==> config.mk <==
export PLATFORM = sky130hd
export DESIGN_NAME = msd_delay_calc
export DESIGN_NICKNAME = d
export VERILOG_FILES = /design/src/hw/rtl/msd_pkg.sv /design/src/hw/rtl/msd_delay_calc.sv
export SDC_FILE = /design/constraint.sdc
export NUM_CORES = 1
export LEC_CHECK = 0
export BUFFER_PORTS_ARGS = -buffer_cell sky130_fd_sc_hd__buf_4
export CAP_MARGIN = 20
export CORE_UTILIZATION = 40
export CTS_CLUSTER_DIAMETER = 100
export DETAILED_ROUTE_END_ITERATION = 10
export SETUP_SLACK_MARGIN = 0.2
export SYNTH_ARGS = -nofsm -noshare
export SYNTH_HDL_FRONTEND = slang
export SYNTH_SLANG_ARGS = --single-unit
==> constraint.sdc <==
create_clock -name clk -period 6.45 [get_ports clk]
set_input_delay 0 -clock clk [delete_from_list [all_inputs] [get_ports clk]]
set_output_delay 0 -clock clk [all_outputs]
set_load 0.05 [all_outputs]
==> src/hw/rtl/msd_pkg.sv <==
// Shared types and constants for the multichannel sample delay unit.
// No dependencies; the delay calculator, the top level and both testbench files import this package.
`default_nettype none

package msd_pkg;

  localparam int CHANNELS    = 16;
  localparam int MAX_DELAY   = 1024;
  localparam int SAMPLE_BITS = 24;

  localparam int CHAN_W     = $clog2(CHANNELS);
  localparam int SLOT_W     = (MAX_DELAY > 1) ? $clog2(MAX_DELAY) : 1;
  localparam int DELAY_W    = $clog2(MAX_DELAY + 1);
  localparam int RING_DEPTH = CHANNELS * MAX_DELAY;
  localparam int RING_AW    = $clog2(RING_DEPTH);

  localparam int CFG_IDX_W  = 3;
  localparam int CFG_DATA_W = 20;

  // Configuration register indexes.
  localparam logic [CFG_IDX_W-1:0] REG_DELAY_MODE    = 3'd0;
  localparam logic [CFG_IDX_W-1:0] REG_START_DELAY   = 3'd1;
  localparam logic [CFG_IDX_W-1:0] REG_END_DELAY     = 3'd2;
  localparam logic [CFG_IDX_W-1:0] REG_CHANNEL_COUNT = 3'd3;
  localparam logic [CFG_IDX_W-1:0] REG_INTERLEAVE    = 3'd4;

  typedef struct packed {
    logic                   delay_mode;
    logic signed [19:0]     start_delay;
    logic signed [19:0]     end_delay;
    logic [4:0]             channel_count;
    logic [2:0]             interleave_level;
  } cfg_t;

  typedef struct packed {
    logic [CHAN_W-1:0]             channel_index;
    logic signed [SAMPLE_BITS-1:0] sample_in;
    logic                          restart;
  } item_t;

  typedef struct packed {
    logic [CHAN_W-1:0]             channel_out;
    logic signed [SAMPLE_BITS-1:0] sample_out;
  } result_t;

  // Request from the sequencer to the delay calculator.
  typedef struct packed {
    logic              start;
    logic [CHAN_W-1:0] chan;
  } calc_req_t;

  // Answer of the delay calculator, delay in whole samples.
  typedef struct packed {
    logic               done;
    logic [DELAY_W-1:0] delay;
  } calc_rsp_t;

endpackage

`default_nettype wire

==> src/hw/rtl/msd_delay_calc.sv <==
// Per-item delay calculator: group/interleave decode, linear spread with a
// bit-serial divider, rounding and clamping to whole samples. Uses msd_pkg.
`default_nettype none

module msd_delay_calc import msd_pkg::*; (
  input  wire logic      clk,
  input  wire logic      rst,
  input  wire cfg_t      cfg,
  input  wire calc_req_t req,
  output      calc_rsp_t rsp
);

  localparam int DIFF_W = 21;
  localparam int PROD_W = 26;
  localparam int MAG_W  = 24;
  localparam int SUM_W  = 27;
  localparam int CNT_W  = $clog2(MAG_W);

  localparam logic [2:0] C_IDLE  = 3'd0;
  localparam logic [2:0] C_PREP  = 3'd1;
  localparam logic [2:0] C_MUL   = 3'd2;
  localparam logic [2:0] C_DIV   = 3'd3;
  localparam logic [2:0] C_SUM   = 3'd4;
  localparam logic [2:0] C_CLAMP = 3'd5;

  typedef struct packed {
    logic [4:0] quo;
    logic [2:0] rem;
  } divmod_t;

  // Narrow restoring division, one quotient bit per step.
  function automatic divmod_t divmod5(input logic [4:0] n, input logic [2:0] d);
    divmod_t    res;
    logic [3:0] r;
    r = '0;
    res.quo = '0;
    for (int i = 4; i >= 0; i--) begin
      r = {r[2:0], n[i]};
      if (r >= {1'b0, d}) begin
        r = r - {1'b0, d};
        res.quo[i] = 1'b1;
      end
    end
    res.rem = r[2:0];
    return res;
  endfunction

  logic [2:0]               state;
  logic [CHAN_W-1:0]        chan;
  logic [3:0]               grp;
  logic                     delayed;
  logic                     linear;
  logic [4:0]               divisor;
  logic signed [DIFF_W-1:0] diff;
  logic                     neg;
  logic [MAG_W-1:0]         mag;
  logic [5:0]               rem;
  logic [CNT_W-1:0]         cnt;
  logic signed [SUM_W-1:0]  sum;

  logic [2:0]               il;
  divmod_t                  cdiv;
  divmod_t                  gdiv;
  logic                     ini_pos;
  logic signed [PROD_W-1:0] prod;
  logic [PROD_W-1:0]        prod_abs;
  logic [5:0]               trial;
  logic signed [SUM_W-1:0]  quot;
  logic [SUM_W-1:0]         sum_abs;
  logic [SUM_W-9:0]         whole;
  logic [DELAY_W-1:0]       delay_c;

  assign il      = (cfg.interleave_level == 3'd0) ? 3'd1 : cfg.interleave_level;
  assign cdiv    = divmod5({1'b0, chan}, il);
  assign gdiv    = divmod5(cfg.channel_count, il);
  assign ini_pos = !cfg.start_delay[19] && (cfg.start_delay != '0);

  assign prod     = PROD_W'(diff) * PROD_W'($signed({1'b0, grp}));
  assign prod_abs = prod[PROD_W-1] ? PROD_W'(-prod) : PROD_W'(prod);
  assign trial    = {rem[4:0], mag[MAG_W-1]};

  assign quot    = neg ? -SUM_W'($signed({1'b0, mag})) : SUM_W'($signed({1'b0, mag}));
  assign sum_abs = sum[SUM_W-1] ? SUM_W'(-sum) : SUM_W'(sum);
  assign whole   = sum_abs[SUM_W-1:8];
  assign delay_c = !delayed ? '0 :
                   (whole > (SUM_W-8)'(MAX_DELAY)) ? DELAY_W'(MAX_DELAY) :
                   DELAY_W'(whole);

  always_ff @(posedge clk) begin
    if (rst) begin
      state    <= C_IDLE;
      rsp.done <= 1'b0;
    end else begin
      rsp.done <= (state == C_CLAMP);
      case (state)
        C_IDLE: begin
          if (req.start) begin
            state <= C_PREP;
          end
        end
        C_PREP:  state <= C_MUL;
        C_MUL:   state <= linear ? C_DIV : C_SUM;
        C_DIV: begin
          if (cnt == '0) begin
            state <= C_SUM;
          end
        end
        C_SUM:   state <= C_CLAMP;
        C_CLAMP: begin
          rsp.delay <= delay_c;
          state     <= C_IDLE;
        end
        default: state <= C_IDLE;
      endcase
    end
  end

  always_ff @(posedge clk) begin
    case (state)
      C_IDLE: begin
        chan <= req.chan;
      end
      C_PREP: begin
        grp     <= cdiv.quo[3:0];
        delayed <= (il == 3'd1) || (ini_pos ? (cdiv.rem == 3'd1) : (cdiv.rem == 3'd0));
        linear  <= cfg.delay_mode && (gdiv.quo >= 5'd2);
        divisor <= gdiv.quo - 5'd1;
        diff    <= DIFF_W'(cfg.end_delay) - DIFF_W'(cfg.start_delay);
      end
      C_MUL: begin
        neg <= prod[PROD_W-1];
        mag <= linear ? prod_abs[MAG_W-1:0] : '0;
        rem <= '0;
        cnt <= CNT_W'(MAG_W - 1);
      end
      C_DIV: begin
        if (trial >= {1'b0, divisor}) begin
          rem <= trial - {1'b0, divisor};
          mag <= {mag[MAG_W-2:0], 1'b1};
        end else begin
          rem <= trial;
          mag <= {mag[MAG_W-2:0], 1'b0};
        end
        cnt <= cnt - 1'b1;
      end
      C_SUM: begin
        sum <= SUM_W'(cfg.start_delay) + quot + SUM_W'(128);
      end
      default: begin
      end
    endcase
  end

  a_start_idle: assert property (@(posedge clk) disable iff (rst)
    req.start |-> state == C_IDLE)
    else $error("delay request while the calculator is busy");

  a_done_bound: assert property (@(posedge clk) disable iff (rst)
    rsp.done |-> rsp.delay <= DELAY_W'(MAX_DELAY))
    else $error("delay exceeds the clamp limit");

  a_div_exit: assert property (@(posedge clk) disable iff (rst)
    state == C_DIV |=> state == C_DIV || state == C_SUM)
    else $error("divider left its loop early");

endmodule

`default_nettype wire

==> key figures, run 1 <==
Final layout
  • Post-Layout Cell Count: 1,883
  • Area growth, synth to finish: 12.7%
  • Layout Nets: ~1,700
  • Diode count: 0
  • Share of cells above drive strength 1: roughly a tenth
  • Finished layout cell area: ~14,000 µm²

STA
  • Minimum clock period: 5.60 ns
  • Fmax: 0.179 GHz
  • Worst Tran Pin Value: around 0.86 ns
  • Final TNS setup: 0 ns
  • Fin crit share: 86.7%
  • Final setup fails: 0
  • Final Hold Fails: 0
  • Clock Skew: approximately 0.015 ns
  • Slew Limit Fails: 0
  • Worst hold slack: 0.0218 ns
  • RSZ-0062 raised after global routing: false
  • Slew HR: 42.1%

Clock tree
  • Post-CTS Repair Setup Buffers: 0
  • Clock latency on the worst-skew pair: 0.43 ns
  • Sink Count: between 100 and 150
  • Register clock-pin slew on the reported worst setup and hold paths: 0.06 ns
  • Cts bufs inserted: 17
  • Clock buffer depth: 2
  • CTS Root Cell: clkbuf_16
  • Htree depth: 4
  • TritonCTS clock tree: yes

Floorplan
  • Die W: 180 µm
  • I/O Pins: 68
  • Die span in y: ~180 µm
  • Initial Util: 41.0%
  • Die Footprint: 32,300 µm²
  • Row count: 64
  • Core Box Area: 30,800 µm²

Place
  • Post-DP HPWL: 22,700 µm
  • Cells after DPL: between 1,500 and 2,000
  • Dpl cell area: 13,600 µm²
  • Gpl congestion: 0.856
  • # port buffers: 67

Synth
  • Top_reg_cell synth: edfxtp_1
  • Async SR Flop Fraction: 0%
  • Gate count of the mapped netlist: 1,405
  • Synth Cell Area: 12,600 µm²
  • Syn_area_per_cell: 9.00 µm²
  • Post-synth EDFFs: 109
  • Syn Nets: about 1,700
  • Sequential share of the synthesized area: 26.5%
  • FF+latch count, synth: 113
  • Synthesis Warnings: 0
  • Post-synth cell types: between 80 and 90

Power and ir drop
  • Max IR drop VDD: about 0.00028 V
  • Pwr dens: 590 nW/µm²
  • Lkg Pwr: 0.00626 µW

Global routing
  • Grt total ovfl: 0
  • Initial antenna violation count: 1
  • Tot GR Track Use: 18.4%
  • First-pass GRT wire length: 48,800 µm
  • Largest net degree at the start of global routing: 39
  • Vias in the first global route: 9,987

Route
  • Drt via density: 5.37
  • Antenna Nets Post-Route: 0
  • Iter 0 DRT Violations: 641
  • DR WL/cell: about 15 µm
  • Routed wire length: 28,600 µm
  • Vias post-DR: 10,105
  • DRT Pass-1 Iters: 8
  • Residual DRC: 8

Setup path
  • Critical path required time: 6.62 ns
  • Worst path most repeated cell: ha_1
  • CP Max Fanout: 9
  • Critical path class: input pin to flop
  • Max incr delay on CP: 0.47 ns
  • Data arrival, critical path: about 5.8 ns
  • Setup crit end kind: flop
  • CP startpoint kind: input pin
  • Critical path's top delay family: adder cells
  • CP Buf/Inv Count: 4
  • CP max stage cell: fa_1

Status
  • Failing checks: design-rule violations
  • Status: finished, violations left

Flow run
  • MaxCap Viol Count: 0

Hold path
  • Worst Hold Class: input pin to flop
==> worst min-delay path, cell delays in order <==
cell	delay, ns
buf_4	0.08
ha_1	0.15
a21o_1	0.11
==> final timing paths <==
check | startpoint | endpoint | slack [ns] | depth (start not counted)
worst max-delay path | cfg[1] | divisor[4]$_DFFE_PP_ | 0.85 | 33
worst min-delay path | cfg[27] | diff[20]$_DFFE_PP_ | 0.02 | 3
worst max register to register | grp[2]$_DFFE_PP_ | mag[23]$_DFFE_PP_ | 0.90 | 16
worst min register to register | cnt[0]$_SDFFCE_PN1P_ | cnt[0]$_SDFFCE_PN1P_ | 0.60 | 1
==> metrics by stage <==
stage | total power [µW] | utilization (%) | worst slack [ns]
floorplan | 6320 | - | 0.600
global placement | 7430 | 44.1 | 0.251
detailed placement | 7520 | 44.1 | 0.0106
CTS | 8450 | 46.2 | 0.419
global route | 9300 | 46.2 | 0.258
finish | 8410 | 46.2 | 0.855
==> synth_stat cells, drive strengths merged (9+ instances only) <==
cell	count	share of area, %
nor3	29	1.1
o21ai	61	2.4
fa	52	8.2
o31ai	18	1.1
nand2b	13	0.64
nand2	117	3.5
nor2	80	2.4
xnor2	84	5.9
or2	11	0.54
and2	75	3.7
a21o	19	1.1
or3	20	1.1
edfxtp	109	26
ha	159	16
xor2	43	3.0
clkbuf	28	0.83
nor2b	16	0.79
a21oi	82	3.4
and3	9	0.45
nand3	28	1.1
a2111oi	9	0.72
mux2i	9	0.71
o21a	15	0.89
nor4	11	0.66
inv	181	5.4
==> cells in the final DEF, fill, tap and decap left out, drive strengths merged, types with 8 or more instances in the layout <==
master,count
a2111oi,9
a21o,19
a21oi,82
a31oi,8
and2,75
and3,9
buf,76
clkbuf,18
dlygate4sd3,9
edfxtp,109
fa,52
ha,159
inv,181
mux2i,9
nand2,117
nand2b,13
nand3,28
nand4,8
nor2,80
nor2b,16
nor3,29
nor4,11
o21a,15
o21ai,61
o21bai,8
o31ai,18
or2,11
or3,20
xnor2,84
xor2,43
==> sequential cells by signal (all words and copies together) (netlist names) <==
signal,cells
sum,27
mag,24
diff,21
rsp,12
cnt,5
divisor,5
rem,5
chan,4
grp,4
state,3
delayed,1
linear,1
neg,1
==> cell type report <==
class                           count  area [µm²]
Inverter                          181         679
Tap cell                          396         495
Clock inverter                     13         118
Multi-Input combinational cell   1077        8510
Timing Repair Buffer               85         668
Clock buffer                       18         429
Sequential cell                   113        3350
Fill cell                        2984       16600
==> metal layers <==
metal	vias up	track usage (%)	share of wire, %	wire, µm
met4	0	3.90	0.81	233
met1	4825	25.1	49	13900
met5	-	0	0	0
li1	5074	-	-	-
met2	190	30.8	46	13300
met3	16	2.78	4.1	1180
==> timing repair <==
action                                  CTS  global route
hold buffers                              9             0
endpoints found under the setup margin    0             4
resized for setup                         0             5
endpoints found under the hold margin    10             0
==> where the power goes <==
| group | leakage (µW) | internal, µW | switching (µW) |
|---|---|---|---|
| registers | 0.00106 | 1250 | 234 |
| clock network | 0.000254 | 525 | 352 |
| logic | 0.00495 | 2610 | 3440 |
==> cell families after synthesis <==
kind of cell	synth area share (%)
and+or+nand+nor	17.6
AOI/OAI and AO/OA	15.8
buffers and inverters	6.43
adders and majority gates	24.0
xor gates and xnor gates	8.85
DFF	26.5
muxes	0.890
Note: power is estimated with default switching activity, not from simulation.
==> run 2, diff against run 1 <==
CORE_ASPECT_RATIO = 0.9   (was not set)
==> run 2 against run 1 <==
The flow now finishes without violations. Die area hardly changed. Non-clock buffer count is 1 lower. Clock power grew 1%. Critical path depth grew 2. Routed wire length is 0.53% lower. Sequential share of layout area barely moved. First-iteration DRC count shrank 6.6%. Critical endpoint unchanged. Largest cell class unchanged.
==> key figures, run 2 (synthesis results as in run 1) <==
Status
  • Status: finished, final reports clean

Setup path
  • Critical path class: input pin to flop
  • CP max stage cell: fa_1
  • CP Buf/Inv Count: 4
  • Data arrival, critical path: 5.75 ns
  • Worst path most repeated cell: ha_1
  • CP startpoint kind: input pin
  • Max incr delay on CP: 0.43 ns
  • Setup crit end kind: flop
  • Critical path required time: 6.62 ns
  • Reg-to-reg endpoint: mag[23]$_DFFE_PP_
  • Path depth of the worst reg2reg path: 16
  • FF-to-FF setup slack: around 0.97 ns
  • FF-to-FF Start: grp[3]$_DFFE_PP_
  • Critical path's top delay family: compound AO/OA/AOI/OAI gates
  • CP Max Fanout: 9

Flow run
  • MaxCap Viol Count: 0

Global routing
  • Vias in the first global route: 9,958
  • Largest net degree at the start of global routing: 38
  • First-pass GRT wire length: 48,500 µm
  • Initial antenna violation count: 0
  • Grt total ovfl: 0
  • Tot GR Track Use: a little under a fifth

STA
  • Minimum clock period: 5.58 ns
  • Fin crit share: 86.4%
  • Worst Tran Pin Value: roughly 0.93 ns
  • Slew HR: 36.7%
  • Slew Limit Fails: 0
  • Final Hold Fails: 0
  • Final TNS setup: 0 ns
  • Worst hold slack: 0.0238 ns
  • Fmax: 0.179 GHz
  • Final setup fails: 0
  • RSZ-0062 raised after global routing: false
  • Clock Skew: around 0.008 ns

Route
  • Antenna Nets Post-Route: 0
  • Vias post-DR: 10,061
  • WL met2: 12,900 µm
  • Iter 0 DRT Violations: 599
  • Routed wire length: 28,500 µm
  • Top layer in use: met4
  • DRT Pass-1 Iters: 5
  • DR WL/cell: 15.0 µm
  • WL met3: 1070 µm
  • Drt via density: 5.31
  • Wl on met1: 14,100 µm
  • Residual DRC: 0

Place
  • Post-DP HPWL: 22,900 µm
  • # port buffers: 67
  • Gpl congestion: 0.854

Power and ir drop
  • Max IR drop VDD: about 0.00024 V
  • Total Power: 8420 µW
  • Lkg Pwr: ~0.0063 µW
  • Pwr dens: 590 nW/µm²

Floorplan
  • Row count: 61
  • Die span in y: 171 µm
  • Core Box Area: 31,000 µm²
  • I/O Pins: about 70
  • Die W: 189 µm
  • Die Footprint: 32,300 µm²
  • Initial Util: 40.8%

Final layout
  • Largest register by flop count: sum
  • Diode count: 0
  • Area of the multi-input gates: 8510 µm²
  • Top flop regs: sum x27, mag x24, diff x21
  • Commonest non-fill, non-tap cell in the layout: inv_1
  • Max reg flops: 27
  • Most frequent cells in the layout: inv_1 (179), ha_1 (159), nand2_1 (117), edfxtp_1 (109), xnor2_1 (83)
  • Fillers: 3,051
  • Reg area: 3350 µm²
  • Layout Nets: approximately 1,700
  • Area growth, synth to finish: 12.9%
  • Share of cells above drive strength 1: under 10%

Clock tree
  • Htree depth: 4
  • Cts bufs inserted: 17
  • TritonCTS clock tree: yes
  • CTS Root Cell: clkbuf_16
  • Sink Count: roughly 110
  • Post-CTS Repair Setup Buffers: 0
  • Clock latency on the worst-skew pair: 0.42 ns
  • Clock buffer depth: 2
  • Register clock-pin slew on the reported worst setup and hold paths: 0.05 ns

Hold path
  • Worst hold start: cfg[27]
  • Hold EP: diff[20]$_DFFE_PP_
  • Worst Hold Class: input pin to flop
  • Hold path cells: 3
## run 2: cell types whose count changed in the layout (fill, tap and decap cells not counted)
| cell | previous run | this run |
|---|---|---|
| clkinv_4 | 4 | 1 |
| dlygate4sd3_1 | 9 | 8 |
| clkinv_1 | 0 | 2 |
| buf_8 | 1 | 0 |
| clkinv_2 | 3 | 6 |
| clkinvlp_4 | 5 | 2 |
| buf_16 | 0 | 1 |
| bufinv_16 | 1 | 2 |
## run 2: worst reg2reg max path: stages, from the launching register on
cell and delay (ns):
edfxtp_1 0.65, and2_1 0.27, ha_1 0.26, inv_1 0.05
fa_1 0.53, inv_1 0.05, fa_1 0.47, ha_1 0.42
a21oi_1 0.27, o21ai_0 0.20, a22o_1 0.25, or2_2 0.30
a311oi_1 0.47, o21ai_0 0.26, nor4_4 0.42, a31oi_1 0.14
nand3b_1 0.19
## run 2: metal layers
| metal | up-vias | GRT usage, % |
|---|---|---|
| met5 | - | 0 |
| met3 | 27 | 3.28 |
| met2 | 160 | 30.8 |
| met1 | 4805 | 25.2 |
| li1 | 5069 | - |
| met4 | 0 | 4.52 |
## run 2: worst max path at each step
| stage | start | to | slack, ns | depth (start not counted) |
|---|---|---|---|---|
| floorplan | cfg[2] | divisor[4]$_DFFE_PP_ | 0.60 | 35 |
| global placement | cfg[1] | divisor[4]$_DFFE_PP_ | 0.23 | 33 |
| detailed placement | cfg[1] | divisor[4]$_DFFE_PP_ | -0.004 | 33 |
| CTS | cfg[1] | divisor[4]$_DFFE_PP_ | 0.41 | 33 |
| global route | cfg[1] | divisor[4]$_DFFE_PP_ | 0.23 | 35 |
| finish | cfg[1] | divisor[4]$_DFFE_PP_ | 0.87 | 35 |
## run 2: area by class of cell
class	instances	area share [%]
multi-input combinational	1077	59.6
sequential	113	23.5
inverter	181	4.76
timing repair buffer	84	4.70
tap	409	3.58
clock buffer	18	3.01
clock inverter	13	0.850
## run 2: stage by stage
step                area (µm²)  worst slack [ns]  utilization [%]  instances
CTS                      14300             0.413             46.0       1895
detailed placement       13600          -0.00435             44.0       1856
finish                   14300             0.875             46.1       1895
global route             14300             0.234             46.1       1895
global placement         13600             0.227             43.9       1855
floorplan                12600             0.600                -       1405
## run 2: what timing repair did
item,in CTS,in global routing
hold buffers,8,0
setup endpoints to repair,0,4
resized for setup,0,5
endpoints found under the hold margin,11,0
## run 2: power breakdown
group	switching (µW)	total [µW]	internal (µW)	leakage, µW
logic	3430	6050	2610	0.00495
clock network	332	889	557	0.000270
registers	230	1490	1260	0.00106
total	4000	8420	4420	0.00627
==> run 3, diff against run 2 <==
ABC_AREA = 1   (was not set)
==> run 3 against run 2 <==
The run now ends with design-rule violations left. Global-route usage rose by 1.6 points. Hold slack improved by 0.032 ns. Core utilization rose by 0.44 points. Critical endpoint unchanged. Synthesized area rose by 4.4%. Worst setup slack got worse by 0.049 ns. Clock-buffer cell count rose by 2.
==> key figures, run 3 <==
Setup path
  • CP max stage cell: fa_1
  • Max incr delay on CP: 0.47 ns
  • CP Buf/Inv Count: 7
  • Worst path most repeated cell: inv_1
  • Critical path class: input pin to flop
  • Critical path's top delay family: adder cells
  • CP startpoint kind: input pin
  • Critical path required time: 6.63 ns
  • Setup crit end kind: flop
  • Data arrival, critical path: 5.80 ns
  • CP Max Fanout: 8

Clock tree
  • Clock buffer depth: 2
  • Register clock-pin slew on the reported worst setup and hold paths: 0.06 ns
  • Post_cts resized: 0
  • TritonCTS clock tree: yes
  • Hold-fix buffers, CTS: 8
  • Clock latency on the worst-skew pair: between 0.4 and 0.5 ns
  • CTS Root Cell: clkbuf_16
  • Sink Count: 113
  • Post-CTS Repair Setup Buffers: 0
  • Cts bufs inserted: 17
  • Htree depth: 4

STA
  • Clock Skew: 0.0149 ns
  • Slew HR: 42.2%
  • RSZ-0062 raised after global routing: false
  • Worst Tran Pin Value: ~0.87 ns
  • Final TNS setup: 0 ns
  • Fin crit share: slightly below 90%
  • Minimum clock period: approximately 5.6 ns
  • Final Hold Fails: 0
  • Slew Limit Fails: 0
  • Fmax: 0.178 GHz
  • Final setup fails: 0

Synth
  • Top cells by area, synth: edfxtp_1 (25%), ha_1 (15%), inv_1 (10%)
  • Yosys top cell area share: 24.8%
  • Synth Cell Area: approximately 13,000 µm²
  • Async SR Flop Fraction: 0%
  • Synthesis Warnings: 0
  • Post-synth EDFFs: 109
  • Yosys top cell by area: edfxtp_1
  • Sequential share of the synthesized area: 25.4%
  • Most frequent cell after synthesis: inv_1
  • Post-synth cell types: 52
  • Gate count of the mapped netlist: ~1,700
  • Most instantiated cells after synthesis: inv_1 (363), nand2_1 (358), ha_1 (159)
  • Syn_area_per_cell: 7.62 µm²
  • Top_reg_cell synth: edfxtp_1
  • FF+latch count, synth: 113
  • Syn Nets: 2,000

Flow run
  • MaxCap Viol Count: 0

Final layout
  • Commonest non-fill, non-tap cell in the layout: inv_1
  • Largest register by flop count: sum
  • Most frequent cells in the layout: inv_1 (363), nand2_1 (358), ha_1 (159), nor2_1 (109), edfxtp_1 (109)
  • Share of cells above drive strength 1: 10.0%
  • Post-Layout Cell Count: 2,244
  • Fillers: between 3,000 and 4,000
  • Diode count: 0
  • Layout Nets: 2,082
  • Top flop regs: sum x27, mag x24, diff x21
  • Max reg flops: 27
  • Area growth, synth to finish: 13.4%

Floorplan
  • Initial Util: 41.0%
  • Core Box Area: between 30,000 and 40,000 µm²
  • Die Footprint: 33,700 µm²
  • Die span in y: 174 µm
  • I/O Pins: 68
  • Row count: 62
  • Die W: 194 µm

Route
  • Vias post-DR: 11,271
  • Residual DRC: 7
  • Routed wire length: between 30,000 and 40,000 µm
  • DRT Pass-1 Iters: 8
  • DR WL/cell: 14.4 µm
  • Drt via density: 5.02
  • Antenna Nets Post-Route: 0
  • Iter 0 DRT Violations: 515

Global routing
  • Largest net degree at the start of global routing: 47
  • Tot GR Track Use: 20.2%
  • First-pass GRT wire length: 54,800 µm
  • Grt total ovfl: 0
  • Vias in the first global route: 11,243
  • Initial antenna violation count: 0

Power and ir drop
  • Comb power frac: between 70% and 80%
  • Pwr dens: 587 nW/µm²
  • Clk network pwr share: between 10% and 20%
  • Sw frac: 51.6%
  • Part of the power in registers: 16.4%
  • Lkg Pwr: ~0.0076 µW
  • Max IR drop VDD: 0.000441 V
  • P_sw: approximately 4500 µW
  • Internal power: 4260 µW

Place
  • Cells after DPL: about 2,200
  • # port buffers: 67
  • Gpl congestion: 0.888
  • Post-DP HPWL: 26,600 µm

Hold path
  • Worst Hold Class: input pin to flop

Status
  • Failing checks: design-rule violations
  • Status: finished, violations left
-- run 3: changes by cell type after synthesis, sizes merged, moves of 24 or more --
| cell | before | now |
|---|---|---|
| and2 | 75 | 3 |
| nand3 | 28 | 94 |
| nor2 | 80 | 132 |
| nand2 | 117 | 374 |
| xnor2 | 84 | 39 |
| a21oi | 82 | 106 |
| inv | 181 | 368 |
-- run 3: layer usage --
metal	vias to the layer above	GRT usage, %	wire [µm]
li1	5781	-	-
met1	5252	27.4	16100
met2	215	33.9	14700
met3	23	3.03	1270
met4	0	4.43	284
met5	-	0	0
-- run 3: worst paths after layout --
path | from | to | slack [ns] | cells after the start
max | cfg[1] | divisor[4]$_DFFE_PP_ | 0.83 | 38
min | cfg[29] | diff[1]$_DFFE_PP_ | 0.06 | 3
max reg2reg | chan[3]$_DFFE_PN_ | delayed$_DFFE_PP_ | 1.50 | 31
min reg2reg | cnt[0]$_SDFFCE_PN1P_ | cnt[0]$_SDFFCE_PN1P_ | 0.56 | 1
-- run 3: worst register-to-register path: cells and delay by family, from the launching register on --
family | cells | cell delay [ns]
adders and majority gates | 5 | 1.14
and+or+nand+nor | 16 | 1.50
DFF | 1 | 0.39
buffers and inverters | 5 | 0.30
AOI/OAI and AO/OA | 5 | 1.37
-- run 3: per-stage QoR --
step	total power, µW	hold WS (ns)	utilization (%)	instance area (µm²)	setup WS (ns)
6_report	8790	0.0561	46.5	15000	0.825
5_1_grt	9860	0.0467	46.5	15000	0.223
4_1_cts	8840	0.0289	46.5	15000	0.833
3_5_place_dp	7660	0.180	44.2	14200	0.389
3_3_place_gp	7540	0.180	44.2	14200	0.507
2_1_floorplan	6370	0.0691	-	13200	0.915
-- run 3: cells by family after synthesis --
group / share of synthesized area, %
AO/OA/AOI/OAI: 10.8
XOR/XNOR: 6.64
adder cells (fa/ha/maj): 22.9
buffers and inverters: 11.2
flip-flops: 25.4
AND/OR/NAND/NOR: 23.0
-- run 3: area by class of cell --
cell class	count	area, µm²	share of cell area (%)
Timing Repair Buffer	84	651	4.35
Clock inverter	12	236	1.58
Tap cell	416	520	3.48
Multi-Input combinational cell	1230	8390	56.0
Sequential cell	113	3350	22.4
Inverter	369	1390	9.25
Clock buffer	20	437	2.92
-- run 3: power by group through the flow --
stage	Sequential, µW	Combinational (µW)	Clock, µW
global route	1470	7230	1170
global placement	1450	6090	0
floorplan	1350	5020	0
CTS	1440	6260	1140
detailed placement	1450	6210	0
finish	1440	6230	1120
